`src/hdl/mel_pkg.sv`:
```
// Shared types, codes and constants of the MIDI event logger.
package mel_pkg;

    localparam int LOG_DEPTH_DEF = 64;
    localparam int TIME_BITS_DEF = 32;

    localparam logic [7:0] MIDI_CLOCK    = 8'hF8;
    localparam logic [7:0] MIDI_SYSTEM   = 8'hF0;
    localparam logic [7:0] MIDI_STATUS   = 8'h80;
    localparam logic [2:0] CLOCK_LAST    = 3'd5;
    localparam logic [3:0] TYPE_NOTE_OFF = 4'h8;
    localparam logic [3:0] TYPE_NOTE_ON  = 4'h9;
    localparam logic [3:0] TYPE_CTRL     = 4'hB;
    localparam logic [3:0] TYPE_PROGRAM  = 4'hC;
    localparam logic [3:0] TYPE_PRESSURE = 4'hD;
    localparam logic [3:0] TYPE_BEND     = 4'hE;

    localparam logic [2:0] ACT_NONE   = 3'd0;
    localparam logic [2:0] ACT_APPEND = 3'd1;
    localparam logic [2:0] ACT_OFF    = 3'd2;
    localparam logic [2:0] ACT_OVER   = 3'd3;
    localparam logic [2:0] ACT_CLOCK  = 3'd4;
    localparam logic [2:0] ACT_READ   = 3'd5;

    typedef enum logic [3:0] {
        OP_NONE,
        OP_CLR,
        OP_LOAD,
        OP_PARSE,
        OP_WALK,
        OP_RD_RES,
        OP_BACK,
        OP_EDIT,
        OP_SCAN,
        OP_SCAN_RES,
        OP_APPEND,
        OP_EMIT
    } mel_op_t;

    typedef enum logic [1:0] {
        K_OTHER,
        K_READ,
        K_MSG
    } mel_kind_t;

    typedef struct packed {
        mel_op_t op;
    } mel_cmd_t;

    typedef struct packed {
        mel_kind_t kind;
        logic      msg_off;
        logic      count_zero;
        logic      clr_done;
        logic      walk_done;
        logic      scan_done;
        logic      scan_hit;
        logic      edit_other;
        logic      edit_back;
        logic      edit_match;
        logic      emit_ok;
    } mel_status_t;

endpackage

```
`src/hdl/mel_ctrl.sv`:
```
// Sequencer of the MIDI event logger: steps the datapath through each beat.
module mel_ctrl import mel_pkg::*; (
    input  logic        aclk,
    input  logic        aresetn,
    input  logic        s_valid,
    output logic        s_ready,
    input  mel_status_t status,
    output mel_cmd_t    cmd
);

    typedef enum logic [3:0] {
        S_CLEAR,
        S_IDLE,
        S_DECODE,
        S_WALK,
        S_RD,
        S_RD_RES,
        S_EDIT_RD,
        S_EDIT_CHK,
        S_EDIT_BACK,
        S_EDIT_WR,
        S_SCAN,
        S_SCAN_RES,
        S_APPEND,
        S_FINISH
    } state_t;

    state_t   state_reg;
    state_t   state_next;
    logic     ready_reg;
    mel_cmd_t cmd_reg;

    function automatic mel_op_t op_of(input state_t s);
        mel_op_t o;
        case (s)
            S_CLEAR:     o = OP_CLR;
            S_IDLE:      o = OP_LOAD;
            S_DECODE:    o = OP_PARSE;
            S_WALK:      o = OP_WALK;
            S_RD_RES:    o = OP_RD_RES;
            S_EDIT_BACK: o = OP_BACK;
            S_EDIT_WR:   o = OP_EDIT;
            S_SCAN:      o = OP_SCAN;
            S_SCAN_RES:  o = OP_SCAN_RES;
            S_APPEND:    o = OP_APPEND;
            S_FINISH:    o = OP_EMIT;
            default:     o = OP_NONE;
        endcase
        return o;
    endfunction

    always_comb begin
        state_next = state_reg;
        case (state_reg)
            S_CLEAR:     if (status.clr_done) state_next = S_IDLE;
            S_IDLE:      if (s_valid && ready_reg) state_next = S_DECODE;
            S_DECODE: begin
                case (status.kind)
                    K_READ:  state_next = S_WALK;
                    K_MSG: begin
                        if (status.count_zero)   state_next = S_APPEND;
                        else if (status.msg_off) state_next = S_SCAN;
                        else                     state_next = S_EDIT_RD;
                    end
                    default: state_next = S_FINISH;
                endcase
            end
            S_WALK:      if (status.walk_done) state_next = S_RD;
            S_RD:        state_next = S_RD_RES;
            S_RD_RES:    state_next = S_FINISH;
            S_EDIT_RD:   state_next = S_EDIT_CHK;
            S_EDIT_CHK: begin
                if (status.edit_other && !status.edit_back) state_next = S_EDIT_BACK;
                else if (status.edit_match)                 state_next = S_EDIT_WR;
                else                                        state_next = S_APPEND;
            end
            S_EDIT_BACK: state_next = S_EDIT_RD;
            S_EDIT_WR:   state_next = S_FINISH;
            S_SCAN: begin
                if (status.scan_done) state_next = status.scan_hit ? S_SCAN_RES : S_APPEND;
            end
            S_SCAN_RES:  state_next = S_FINISH;
            S_APPEND:    state_next = S_FINISH;
            S_FINISH:    if (status.emit_ok) state_next = S_IDLE;
            default:     state_next = S_IDLE;
        endcase
    end

    always_ff @(posedge aclk) begin
        if (!aresetn) begin
            state_reg  <= S_CLEAR;
            ready_reg  <= 1'b0;
            cmd_reg.op <= OP_CLR;
        end else begin
            state_reg  <= state_next;
            ready_reg  <= (state_next == S_IDLE);
            cmd_reg.op <= op_of(state_next);
        end
    end

    assign s_ready = ready_reg;
    assign cmd     = cmd_reg;

endmodule

```
`src/hdl/mel_datapath.sv`:
```
// Parsers, event log memory and result register of the MIDI event logger.
module mel_datapath import mel_pkg::*; #(
    parameter int LOG_DEPTH = LOG_DEPTH_DEF,
    parameter int TIME_BITS = TIME_BITS_DEF
) (
    input  logic        aclk,
    input  logic        aresetn,
    input  logic        s_cmd,
    input  logic        s_source,
    input  logic [7:0]  s_data_byte,
    input  logic [31:0] s_now,
    input  logic [5:0]  s_age,
    output logic        m_valid,
    input  logic        m_ready,
    output logic [2:0]  m_action,
    output logic [31:0] m_ev_time,
    output logic [3:0]  m_ev_type,
    output logic [3:0]  m_ev_channel,
    output logic [7:0]  m_ev_first,
    output logic [7:0]  m_ev_second,
    output logic        m_ev_source,
    output logic [6:0]  m_entries_held,
    output logic [5:0]  m_entry_index,
    input  mel_cmd_t    cmd,
    output mel_status_t status
);

    localparam int IW = $clog2(LOG_DEPTH);
    localparam int CW = $clog2(LOG_DEPTH + 1);
    localparam logic [IW-1:0] LAST    = IW'(LOG_DEPTH - 1);
    localparam logic [CW-1:0] DEPTH_C = CW'(LOG_DEPTH);
    localparam logic [IW:0]   SCAN_END = (IW + 1)'(LOG_DEPTH);

    typedef struct packed {
        logic [TIME_BITS-1:0] tstamp;
        logic [3:0]           typ;
        logic [3:0]           chan;
        logic [7:0]           first;
        logic [7:0]           second;
        logic                 src;
    } entry_t;

    entry_t mem [LOG_DEPTH];
    entry_t rd_data_reg;

    logic                 in_cmd_reg;
    logic                 in_src_reg;
    logic [7:0]           in_byte_reg;
    logic [TIME_BITS-1:0] in_now_reg;
    logic [5:0]           in_age_reg;

    logic [7:0] pend_reg  [2];
    logic       seen_reg  [2];
    logic [7:0] first_reg [2];
    logic [2:0] div_reg   [2];

    logic [7:0] msg_st_reg;
    logic [7:0] msg_v1_reg;
    logic [7:0] msg_v2_reg;

    logic [IW-1:0] newest_reg;
    logic [CW-1:0] count_reg;
    logic [IW-1:0] ptr_reg;
    logic [5:0]    cnt_reg;
    logic [IW:0]   ctr_reg;
    logic          vld_reg;
    logic [IW-1:0] scan_addr_reg;
    logic          hit_reg;
    logic          back_reg;
    logic [IW-1:0] last_idx_reg;
    entry_t        last_entry_reg;

    logic [2:0]    res_action_reg;
    entry_t        res_entry_reg;
    logic [IW-1:0] res_idx_reg;
    logic          res_zero_reg;

    logic          m_valid_reg;
    logic [2:0]    out_action_reg;
    entry_t        out_entry_reg;
    logic [IW-1:0] out_idx_reg;
    logic [CW-1:0] out_held_reg;

    logic [TIME_BITS+31:0] now_ext;
    logic [TIME_BITS-1:0]  now_fit;
    logic [7:0]    st;
    logic [3:0]    st_type;
    logic          one_byte;
    logic          is_msg;
    logic          is_clock_pulse;
    mel_kind_t     kind;
    logic [7:0]    v1;
    logic [7:0]    v2;
    logic [3:0]    msg_type;
    logic [3:0]    msg_ch;
    logic [IW-1:0] ptr_dec;
    logic [IW-1:0] newest_inc;
    logic          scan_hit_now;
    logic          edit_match;
    logic          emit_ok;
    logic          age_beyond;
    entry_t        marked;
    entry_t        edited;
    entry_t        new_entry;
    logic          wr_en;
    logic [IW-1:0] wr_addr;
    entry_t        wr_data;
    logic [IW-1:0] rd_addr;
    logic          m_valid_next;

    assign now_ext = {{TIME_BITS{1'b0}}, s_now};
    assign now_fit = now_ext[TIME_BITS-1:0];

    assign st       = pend_reg[in_src_reg];
    assign st_type  = st[7:4];
    assign one_byte = (st_type == TYPE_PROGRAM) || (st_type == TYPE_PRESSURE);
    assign is_msg   = !in_cmd_reg && (in_byte_reg < MIDI_STATUS) && (st != 8'd0) &&
                      (seen_reg[in_src_reg] || one_byte);
    assign is_clock_pulse = (in_byte_reg == MIDI_CLOCK) &&
                            (div_reg[in_src_reg] == CLOCK_LAST);
    assign kind = in_cmd_reg ? K_READ : (is_msg ? K_MSG : K_OTHER);
    assign v1   = seen_reg[in_src_reg] ? first_reg[in_src_reg] : in_byte_reg;
    assign v2   = seen_reg[in_src_reg] ? in_byte_reg : 8'd0;

    assign msg_type   = msg_st_reg[7:4];
    assign msg_ch     = msg_st_reg[3:0];
    assign ptr_dec    = (ptr_reg == '0) ? LAST : ptr_reg - 1'b1;
    assign newest_inc = (newest_reg == LAST) ? '0 : newest_reg + 1'b1;
    assign emit_ok    = !m_valid_reg || m_ready;
    assign age_beyond = {{CW{1'b0}}, in_age_reg} >= {6'd0, count_reg};

    assign scan_hit_now = vld_reg && (rd_data_reg.typ == TYPE_NOTE_ON) &&
                          (rd_data_reg.first == msg_v1_reg) &&
                          (rd_data_reg.chan == msg_ch) && (rd_data_reg.src == in_src_reg);
    assign edit_match = (rd_data_reg.chan == msg_ch) && (rd_data_reg.src == in_src_reg) &&
                        (rd_data_reg.typ == msg_type) &&
                        (((msg_type == TYPE_CTRL) && (rd_data_reg.first == msg_v1_reg)) ||
                         (msg_type == TYPE_BEND) || (msg_type == TYPE_PRESSURE));

    always_comb begin
        marked        = rd_data_reg;
        marked.typ    = TYPE_NOTE_OFF;
        marked.tstamp = in_now_reg;
        edited        = rd_data_reg;
        edited.tstamp = in_now_reg;
        edited.first  = msg_v1_reg;
        edited.second = msg_v2_reg;
        new_entry     = '{tstamp: in_now_reg, typ: msg_type, chan: msg_ch,
                          first: msg_v1_reg, second: msg_v2_reg, src: in_src_reg};
    end

    always_comb begin
        wr_en   = 1'b0;
        wr_addr = ptr_reg;
        wr_data = '0;
        case (cmd.op)
            OP_CLR: begin
                wr_en = 1'b1;
            end
            OP_SCAN: begin
                wr_en   = scan_hit_now;
                wr_addr = scan_addr_reg;
                wr_data = marked;
            end
            OP_EDIT: begin
                wr_en   = 1'b1;
                wr_data = edited;
            end
            OP_APPEND: begin
                wr_en   = 1'b1;
                wr_addr = newest_inc;
                wr_data = new_entry;
            end
            default: wr_en = 1'b0;
        endcase
    end

    assign rd_addr = (cmd.op == OP_SCAN) ? ctr_reg[IW-1:0] : ptr_reg;

    always_ff @(posedge aclk) begin
        if (wr_en) begin
            mem[wr_addr] <= wr_data;
        end
        rd_data_reg <= mem[rd_addr];
    end

    always_comb begin
        m_valid_next = m_ready ? 1'b0 : m_valid_reg;
        if (cmd.op == OP_EMIT && emit_ok) begin
            m_valid_next = 1'b1;
        end
    end

    always_ff @(posedge aclk) begin
        if (!aresetn) begin
            for (int i = 0; i < 2; i++) begin
                pend_reg[i] <= 8'd0;
                seen_reg[i] <= 1'b0;
                div_reg[i]  <= 3'd0;
            end
            newest_reg  <= '0;
            count_reg   <= '0;
            ptr_reg     <= '0;
            ctr_reg     <= '0;
            vld_reg     <= 1'b0;
            hit_reg     <= 1'b0;
            back_reg    <= 1'b0;
            m_valid_reg <= 1'b0;
        end else begin
            m_valid_reg <= m_valid_next;
            case (cmd.op)
                OP_CLR: begin
                    ptr_reg <= (ptr_reg == LAST) ? '0 : ptr_reg + 1'b1;
                end
                OP_PARSE: begin
                    ptr_reg  <= newest_reg;
                    ctr_reg  <= '0;
                    vld_reg  <= 1'b0;
                    hit_reg  <= 1'b0;
                    back_reg <= 1'b0;
                    if (!in_cmd_reg) begin
                        if (in_byte_reg == MIDI_CLOCK) begin
                            div_reg[in_src_reg] <= is_clock_pulse ? 3'd0 :
                                                   div_reg[in_src_reg] + 3'd1;
                        end else if (in_byte_reg >= MIDI_SYSTEM) begin
                            pend_reg[in_src_reg] <= pend_reg[in_src_reg];
                        end else if (in_byte_reg >= MIDI_STATUS) begin
                            pend_reg[in_src_reg] <= in_byte_reg;
                            seen_reg[in_src_reg] <= 1'b0;
                        end else if (is_msg) begin
                            pend_reg[in_src_reg] <= 8'd0;
                            seen_reg[in_src_reg] <= 1'b0;
                        end else if (st != 8'd0) begin
                            seen_reg[in_src_reg] <= 1'b1;
                        end
                    end
                end
                OP_WALK: begin
                    if (cnt_reg != 6'd0) begin
                        ptr_reg <= ptr_dec;
                    end
                end
                OP_BACK: begin
                    ptr_reg  <= ptr_dec;
                    back_reg <= 1'b1;
                end
                OP_SCAN: begin
                    vld_reg <= (ctr_reg != SCAN_END);
                    if (ctr_reg != SCAN_END) begin
                        ctr_reg <= ctr_reg + 1'b1;
                    end
                    if (scan_hit_now) begin
                        hit_reg <= 1'b1;
                    end
                end
                OP_APPEND: begin
                    newest_reg <= newest_inc;
                    if (count_reg != DEPTH_C) begin
                        count_reg <= count_reg + 1'b1;
                    end
                end
                default: ptr_reg <= ptr_reg;
            endcase
        end
    end

    always_ff @(posedge aclk) begin
        case (cmd.op)
            OP_LOAD: begin
                in_cmd_reg  <= s_cmd;
                in_src_reg  <= s_source;
                in_byte_reg <= s_data_byte;
                in_now_reg  <= now_fit;
                in_age_reg  <= s_age;
            end
            OP_PARSE: begin
                cnt_reg        <= in_age_reg;
                msg_st_reg     <= st;
                msg_v1_reg     <= v1;
                msg_v2_reg     <= v2;
                res_action_reg <= is_clock_pulse && !in_cmd_reg ? ACT_CLOCK : ACT_NONE;
                res_zero_reg   <= 1'b1;
                res_idx_reg    <= '0;
                if (!in_cmd_reg && in_byte_reg < MIDI_STATUS && st != 8'd0 &&
                    !seen_reg[in_src_reg] && !one_byte) begin
                    first_reg[in_src_reg] <= in_byte_reg;
                end
            end
            OP_WALK: begin
                if (cnt_reg != 6'd0) begin
                    cnt_reg <= cnt_reg - 6'd1;
                end
            end
            OP_RD_RES: begin
                res_action_reg <= ACT_READ;
                res_entry_reg  <= rd_data_reg;
                res_idx_reg    <= ptr_reg;
                res_zero_reg   <= age_beyond;
            end
            OP_SCAN: begin
                scan_addr_reg <= ctr_reg[IW-1:0];
                if (scan_hit_now) begin
                    last_idx_reg   <= scan_addr_reg;
                    last_entry_reg <= marked;
                end
            end
            OP_SCAN_RES: begin
                res_action_reg <= ACT_OFF;
                res_entry_reg  <= last_entry_reg;
                res_idx_reg    <= last_idx_reg;
                res_zero_reg   <= 1'b0;
            end
            OP_EDIT: begin
                res_action_reg <= ACT_OVER;
                res_entry_reg  <= edited;
                res_idx_reg    <= ptr_reg;
                res_zero_reg   <= 1'b0;
            end
            OP_APPEND: begin
                res_action_reg <= ACT_APPEND;
                res_entry_reg  <= new_entry;
                res_idx_reg    <= newest_inc;
                res_zero_reg   <= 1'b0;
            end
            OP_EMIT: begin
                if (emit_ok) begin
                    out_action_reg <= res_action_reg;
                    out_entry_reg  <= res_zero_reg ? '0 : res_entry_reg;
                    out_idx_reg    <= res_idx_reg;
                    out_held_reg   <= count_reg;
                end
            end
            default: out_idx_reg <= out_idx_reg;
        endcase
    end

    logic [TIME_BITS+31:0] time_ext;
    logic [IW+5:0]         idx_ext;
    logic [CW+6:0]         held_ext;

    assign time_ext = {32'd0, out_entry_reg.tstamp};
    assign idx_ext  = {6'd0, out_idx_reg};
    assign held_ext = {7'd0, out_held_reg};

    assign m_valid        = m_valid_reg;
    assign m_action       = out_action_reg;
    assign m_ev_time      = time_ext[31:0];
    assign m_ev_type      = out_entry_reg.typ;
    assign m_ev_channel   = out_entry_reg.chan;
    assign m_ev_first     = out_entry_reg.first;
    assign m_ev_second    = out_entry_reg.second;
    assign m_ev_source    = out_entry_reg.src;
    assign m_entries_held = held_ext[6:0];
    assign m_entry_index  = idx_ext[5:0];

    always_comb begin
        status.kind       = kind;
        status.msg_off    = (st_type == TYPE_NOTE_OFF);
        status.count_zero = (count_reg == '0);
        status.clr_done   = (ptr_reg == LAST);
        status.walk_done  = (cnt_reg == 6'd0);
        status.scan_done  = (ctr_reg == SCAN_END) && !vld_reg;
        status.scan_hit   = hit_reg;
        status.edit_other = (rd_data_reg.src != in_src_reg);
        status.edit_back  = back_reg;
        status.edit_match = edit_match;
        status.emit_ok    = emit_ok;
    end

endmodule

```
`src/hdl/midi_event_logger_top.sv`:
```
// Top level of the MIDI event logger: sequencer plus datapath.
//
// Input channel (s_*): one beat is either a MIDI byte push (s_cmd 0) from
// serial or USB (s_source), or a log read by age (s_cmd 1). Result channel
// (m_*): exactly one beat per input beat, in order.
// Work per beat, from acceptance to result valid:
//   plain byte, clock byte, status byte: parsed only
//   message: appended, or an edit of a recent entry
//   note off: a sweep over the log memory, one entry read and possibly
//     rewritten per cycle
//   read: stepping back s_age entries, one entry per cycle
// One beat is worked on at a time; the next can be taken in the cycle after
// the result is loaded into the output register, even while it still waits.
// Reset clears parsers, counters and output valid; then a clearing pass
// zeros every log entry, during which s_ready stays low.
// When the receiver stalls, the result holds and the block waits with the
// next result until the output register frees.
module midi_event_logger_top import mel_pkg::*; #(
    parameter int LOG_DEPTH = LOG_DEPTH_DEF,
    parameter int TIME_BITS = TIME_BITS_DEF
) (
    input  logic        aclk,
    input  logic        aresetn,
    input  logic        s_valid,
    output logic        s_ready,
    input  logic        s_cmd,
    input  logic        s_source,
    input  logic [7:0]  s_data_byte,
    input  logic [31:0] s_now,
    input  logic [5:0]  s_age,
    output logic        m_valid,
    input  logic        m_ready,
    output logic [2:0]  m_action,
    output logic [31:0] m_ev_time,
    output logic [3:0]  m_ev_type,
    output logic [3:0]  m_ev_channel,
    output logic [7:0]  m_ev_first,
    output logic [7:0]  m_ev_second,
    output logic        m_ev_source,
    output logic [6:0]  m_entries_held,
    output logic [5:0]  m_entry_index
);

    mel_cmd_t    cmd;
    mel_status_t status;

    mel_ctrl u_ctrl (
        .aclk    (aclk),
        .aresetn (aresetn),
        .s_valid (s_valid),
        .s_ready (s_ready),
        .status  (status),
        .cmd     (cmd)
    );

    mel_datapath #(
        .LOG_DEPTH (LOG_DEPTH),
        .TIME_BITS (TIME_BITS)
    ) u_dp (
        .aclk           (aclk),
        .aresetn        (aresetn),
        .s_cmd          (s_cmd),
        .s_source       (s_source),
        .s_data_byte    (s_data_byte),
        .s_now          (s_now),
        .s_age          (s_age),
        .m_valid        (m_valid),
        .m_ready        (m_ready),
        .m_action       (m_action),
        .m_ev_time      (m_ev_time),
        .m_ev_type      (m_ev_type),
        .m_ev_channel   (m_ev_channel),
        .m_ev_first     (m_ev_first),
        .m_ev_second    (m_ev_second),
        .m_ev_source    (m_ev_source),
        .m_entries_held (m_entries_held),
        .m_entry_index  (m_entry_index),
        .cmd            (cmd),
        .status         (status)
    );

endmodule

```
`config.mk`:
```
export PLATFORM = sky130hd
export DESIGN_NAME = midi_event_logger_top
export DESIGN_NICKNAME = d
export VERILOG_FILES = /design/src/hdl/mel_pkg.sv /design/src/hdl/mel_ctrl.sv /design/src/hdl/mel_datapath.sv /design/src/hdl/midi_event_logger_top.sv
export SDC_FILE = /design/constraint.sdc
export NUM_CORES = 2
export LEC_CHECK = 0
export BUFFER_PORTS_ARGS = -buffer_cell sky130_fd_sc_hd__buf_2
export CORE_MARGIN = 2
export CORE_UTILIZATION = 34
export CTS_BUF_LIST = sky130_fd_sc_hd__clkbuf_2 sky130_fd_sc_hd__clkbuf_4 sky130_fd_sc_hd__clkbuf_8
export DETAILED_ROUTE_END_ITERATION = 6
export PLACE_DENSITY_LB_ADDON = 0.05
export SLEW_MARGIN = 25
export SYNTH_ARGS = -nofsm -noshare
export SYNTH_HDL_FRONTEND = slang
export SYNTH_SLANG_ARGS = --single-unit
export TNS_END_PERCENT = 100
```
`constraint.sdc`:
```
create_clock -name aclk -period 11 [get_ports aclk]
set_input_delay 2.2 -clock aclk [delete_from_list [all_inputs] [get_ports aclk]]
set_output_delay 2.2 -clock aclk [all_outputs]
set_load 0.01 [all_outputs]
```
### Word-level counts from Yosys, hierarchy flattened

Memories as Yosys holds them, arrays and structs flattened. A register that Yosys moved wholly into a read port is not among the register bits.
Index checks and enable logic that the tools add are counted.

| operators by class | value |
|---|---|
| add/subtract/negate cells | 7 |
| $mul | 0 |
| divide/modulo/power cells | 0 |
| magnitude comparators | 4 |
| equal/unequal tests | 49 |
| shifts and indexed selects | 0 |
| mux-type cells | 98 |
| bitwise logic cells | 4 |
| reductions and logical operators | 60 |

Operator list:

| operator | number |
|---|---|
| $pmux 57 s4 | 1 |
| $pmux 57 s3 | 1 |
| $eq 4x4->1 const B | 17 |
| $mux 1 | 57 |
| $pmux 6 s4 | 2 |
| $pmux 4 s11 | 1 |
| $mux 6 | 6 |
| $eq 4x3->1 const B | 8 |
| $mux 4 | 8 |
| $mux 8 | 4 |
| $pmux 6 s2 | 2 |
| $logic_and 1x1->1 | 19 |
| $eq 4x2->1 const B | 4 |
| $ge 8x8->1 const B | 2 |
| $mux 3 | 5 |
| $pmux 3 s5 | 1 |
| $add 7x1->7 const B | 2 |
| $ne 7x7->1 const B | 2 |
| $pmux 7 s2 | 1 |
| $reduce_and 2->1 | 7 |
| $add 6x1->6 const B | 2 |
| $eq 4x1->1 const B | 3 |
| $eq 6x6->1 const B | 2 |
| $logic_not 6->1 | 2 |
| 36 further kinds | 63 |

| word-level totals | value |
|---|---|
| register bits | 318 |
| bits in latches | 0 |
| bits in writable memories | 3688 |
| memory bits (read-only) | 64 |
| input bits | 52 |
| output and inout port bits | 75 |
| word-level logic and storage cells | 272 |
| memories kept | 6 |

Memories:

| memory | depth | width | read ports | clocked after Yosys merged registers in | wr ports | RTL line | RTL |
|---|---|---|---|---|---|---|---|
| u_dp.mem | 64 | 57 | 1 | 1 | 1 | mel_datapath.sv:43 | `entry_t mem [LOG_DEPTH];` |
| (no name shown) | 16 | 4 | 1 | 1 | 0 | mel_ctrl.sv:35 | `case (s)` |
| u_dp.first_reg | 2 | 8 | 1 | 1 | 1 | mel_datapath.sv:54 | `logic [7:0] first_reg [2];` |
| u_dp.pend_reg | 2 | 8 | 1 | 1 | 2 | mel_datapath.sv:52 | `logic [7:0] pend_reg [2];` |
| u_dp.div_reg | 2 | 3 | 1 | 1 | 2 | mel_datapath.sv:55 | `logic [2:0] div_reg [2];` |
| u_dp.seen_reg | 2 | 1 | 1 | 1 | 2 | mel_datapath.sv:53 | `logic seen_reg [2];` |

### Logic depth before layout (Yosys ltp)

| logic depth | value |
|---|---|
| depth after elaboration | 16 |
| mapped depth | 17 |
| depth with buffers taken out | 13 |

### Modules after synthesis

Synthesis repeated with hierarchy kept, for this count alone.

| second synthesis, totals | value |
|---|---|
| cell total of the unflattened synthesis | 9915 |
| area, all modules | 156859.2 sq um |

By module, submodules not included:

| module | instances | cells an instance | area each (sq um) |
|---|---|---|---|
| mel_datapath | 1 | 9832 | 156148.5 |
| mel_ctrl | 1 | 83 | 710.7 |

### Worst setup path after synthesis

Ideal clock, no wire load.

| path | value |
|---|---|
| path type | reg-to-reg |
| start point | register u_ctrl.cmd[0] (netlist name) |
| end point | register with a tool-made name |
| arrival time | 6.186 ns |
| data required time | 10.919 ns |
| slack | 4.733 ns |
| stages on the path, launching flop included | 5 |
| path buffers | 2 |
| period minus slack after synthesis | 6.267 ns |
| cells stage by stage | dfxtp_1 > clkbuf_1 > clkbuf_1 > nor4_1 > mux2_2 |

### Final worst setup path

| path | value |
|---|---|
| start point | register u_ctrl.cmd[1] (netlist name) |
| end point | memory u_dp.mem[50][18] (netlist name) (enable) |

| between the ends | value |
|---|---|
| longest elaborated chain between the ends | 5 |
| elaborated cells on any way between the ends | 9 |
| those cells by class | eq/ne: 4; mux: 4; reduce/logical: 1 |

RTL lines:

| item | RTL line | RTL |
|---|---|---|
| $eq 4x3->1 (tied with other cells) | mel_datapath.sv:156 | `case (cmd.op)` |
| $reduce_or 3->1 (no line) | n/a |  |
| $pmux 1 s2 | mel_datapath.sv:156 |  |
| $mux 1 | mel_datapath.sv:181 | `if (wr_en) begin` |
| $mux 1 (not written as such) | mel_datapath.sv:182 | `mem[wr_addr] <= wr_data;` |
| end, declared | mel_datapath.sv:43 |  |

Several ways; a longest one is shown, not always the timed one.

==> impl_metrics.json <==
{
  "antenna_found_initial": 66,
  "portBuffers": 126,
  "syn_avg_cell_area_um2": 16.0,
  "numCtsBuffers": 718,
  "period_share": 0.627,
  "skew_ns": 0.0848,
  "drc": 0,
  "rows": 249,
  "hold_start": "u_dp.res_idx_reg[4]$_DFFE_PP_",
  "post_cts_buffers": 0,
  "largest_reg_flops": 3648,
  "hpwl_mm": 361,
  "crit_required_ns": 11.87,
  "insertion_delay_ns": 1.33,
  "holdPathStages": 0,
  "cts_resized": 0,
  "ys_seq_area_frac": 0.771,
  "syn-instance-count": 9817,
  "die_height_um": 684,
  "route.antenna.remaining_nets": 0,
  "fin_tns_setup_ns": 0,
  "status": "completed",
  "setup_viol": 0,
  "gr-usage-all-layers": 0.263,
  "clkTransAtPathRegs_ns": 0.06,
  "cts.sinks": 4068,
  "power.leakage_nw": 56.9,
  "cp_max_fo": 45,
  "start_util": 0.342,
  "cts_tree": "yes",
  "drive_above_1_share": 0.198,
  "r2r_cells": 10,
  "cp.arrival_ns": 7.77,
  "worstSetupPathType": "flop to flop",
  "overflow": 0,
  "r2r_end": "u_dp.mem[50][18]$_DFFE_PP_",
  "via_count": 96600,
  "synth_ff_type": "edfxtp_1",
  "syn-num-nets": 9890,
  "ys_types": 79,
  "synth_area_leader_cell": "edfxtp_1",
  "placed_cell_area_um2": 167000,
  "ctsHoldBuffers": 0,
  "grt_pass1_wl_mm": 844,
  "core-area_um2": 460000,
  "rsz0062_at_grt": "false",
  "synthesis.area_um2": 157000,
  "die_w_um": 684,
  "drv_cap": 0,
  "viasPerCell": 5.62,
  "grt_max_degree": 113,
  "whs_ns": 0.423,
  "yosys_register_bits": 4068,
  "power.density_nw_per_um2": 180,
  "gp_congestion": 0.817,
  "final_cell_area_um2": 181000,
  "area_delta_synth_final_pct": 15.2,
  "finalHoldViolations": 0,
  "maxSlewHeadroom": 0.212,
  "finalMaxSlewViolations": 0,
  "pin_count": 127,
  "wire_per_inst_um": 36.8,
  "async_reset_ff_frac": 0,
  "drt_iter0_drc": 12200,
  "ys_warn_count": 0,
  "worst_pin_slew_ns": 1.18,
  "hp-class": "flop to flop",
  "synth_edf_count": 3969,
  "post-route-min-period_ns": 6.90,
  "synth.area.top_cells": "edfxtp_1, mux4_2, nand2_1",
  "cts-root-buf": "clkbuf_8",
  "grt_pass1_vias": 93400,
  "fin_nets": 10500,
  "synth.top_cell.area_share": 0.758,
  "htreeDepth": 6,
  "whs_endpoint": "u_dp.m_entry_index[4]$_DFFE_PP_",
  "timing.fmax_mhz": 145,
  "postLayoutCoreUtil": 0.394,
  "cp-end-kind": "flop",
  "routed_wl_mm": 631,
  "reg2reg_setup_slack_ns": 4.10,
  "ir_drop_mv": 0.139,
  "die_area_um2": 468000,
  "cp-start-kind": "flop",
  "drt-pass1-iter-count": 6,
  "cts_buffer_depth": 4,
  "r2r-start": "u_ctrl.cmd[1]$_SDFF_PN0_"
}
==> how the worst max path moves through the flow <==
stage	start	to	slack (ns)	depth (start not counted)
detailed placement	u_ctrl.cmd[1]$_SDFF_PN0_	u_dp.mem[42][55]$_DFFE_PP_	4.23	10
floorplan	u_ctrl.cmd[0]$_SDFF_PN1_	flop	4.73	4
CTS	u_ctrl.cmd[1]$_SDFF_PN0_	u_dp.mem[42][35]$_DFFE_PP_	4.18	10
finish	u_ctrl.cmd[1]$_SDFF_PN0_	u_dp.mem[50][18]$_DFFE_PP_	4.10	10
global placement	u_ctrl.cmd[1]$_SDFF_PN0_	u_dp.mem[41][36]$_DFFE_PP_	3.66	9
global route	u_ctrl.cmd[1]$_SDFF_PN0_	u_dp.mem[50][18]$_DFFE_PP_	4.00	10
==> power by group <==
group	internal (mW)	leakage (nW)	switching (mW)
registers	16.9	33.2	0.224
clock network	7.38	7.41	6.50
logic	0.462	16.3	1.20
total	24.8	56.9	7.93
==> routing by layer <==
layer  track usage  up-vias  routed length (um)
met1         0.382    52000              278000
met3        0.0465      798               50200
met4        0.0607       16               14700
met5             0        -                 107
li1              -    39400                   -
met2         0.412     4367              288000
==> logic make-up (layout without fill, tap and decap cells) <==
logic type	Yosys count	after routing	share of synthesized area
flip-flops	4068	4068	0.771
AND/OR/NAND/NOR	3497	3497	0.0973
AO/OA/AOI/OAI	1017	1017	0.0451
buffers and inverters	608	1783	0.0184
multiplexers	566	566	0.0645
XOR/XNOR	40	40	0.00223
adder cells (fa/ha/maj)	21	21	0.00167
other	0	32	0
==> cells in the final DEF, fill, tap and decap left out, types with 81 or more instances in the layout <==
cell | synthesis | final
dfxtp_1 | 99 | 98
a21oi_1 | 213 | 212
nor2b_1 | 92 | 91
clkbuf_4 | 0 | 288
a22oi_1 | 136 | 136
nand4_1 | 178 | 178
buf_2 | 265 | 126
clkbuf_8 | 0 | 758
clkinv_1 | 2 | 137
nor2_1 | 203 | 115
nand3_1 | 717 | 717
a31oi_1 | 184 | 184
edfxtp_1 | 3969 | 3969
mux2i_1 | 192 | 187
buf_4 | 37 | 281
mux4_2 | 354 | 354
o21ai_0 | 87 | 81
nor2_4 | 3 | 87
nand2_1 | 2082 | 2077
a32oi_1 | 82 | 82
==> final cells by class <==
type                       count  area [um^2]
timing repair buffer         470         4010
clock buffer                1046        12600
fill                       42600       279000
inverter                      36          141
sequential                  4068       121000
tap                         6149         7690
antenna                       32         80.1
multi-input combinational   5141        34200
clock inverter               231         1290
==> worst max-delay path: stages (launching register included) <==
cell and delay [ns]:
dfxtp_1 0.55, or4b_1 0.96, clkinv_4 0.52, nand4_1 0.15, nor3_1 0.19, nand2_1 0.17
a21oi_1 0.76, nand2_1 0.72, nor2_4 0.76, buf_4 0.66, buf_4 0.82
==> cells in the mapped netlist, drive strengths merged (5+ instances only) <==
cell     count
nor2       211
or3          7
a32oi       82
mux2i      195
nand3      717
o2111ai     45
edfxtp    3969
a211oi       8
nor3        37
a2111oi     11
nor3b        5
nand2     2082
and3        55
nand3b       5
nand4      178
o22ai        8
mux4       354
inv         33
o221ai       5
o211ai      13
ha          21
a32o        16
nand2b      19
a221o        6
o21ai       96
xor2         9
a311oi      36
a41oi        9
dfxtp       99
and2        45
clkbuf     202
xnor2       31
mux2        17
a31oi      184
nor4        11
a22o        46
nor2b       92
or2         13
or4          8
a221oi      75
a21o         6
a21oi      213
a22oi      136
buf        370
==> through the flow <==
| stage | power [mW] | instances | setup WS (ns) |
|---|---|---|---|
| after global routing | 33.7 | 17200 | 4.00 |
| final | 32.7 | 17200 | 4.10 |
| after CTS | 33.0 | 17100 | 4.18 |
| after global placement | 19.1 | 15800 | 3.66 |
| after detailed placement | 19.1 | 15900 | 4.23 |
| after floorplan | 18.2 | 9817 | 4.73 |
Power figures use the tool's default switching activity.
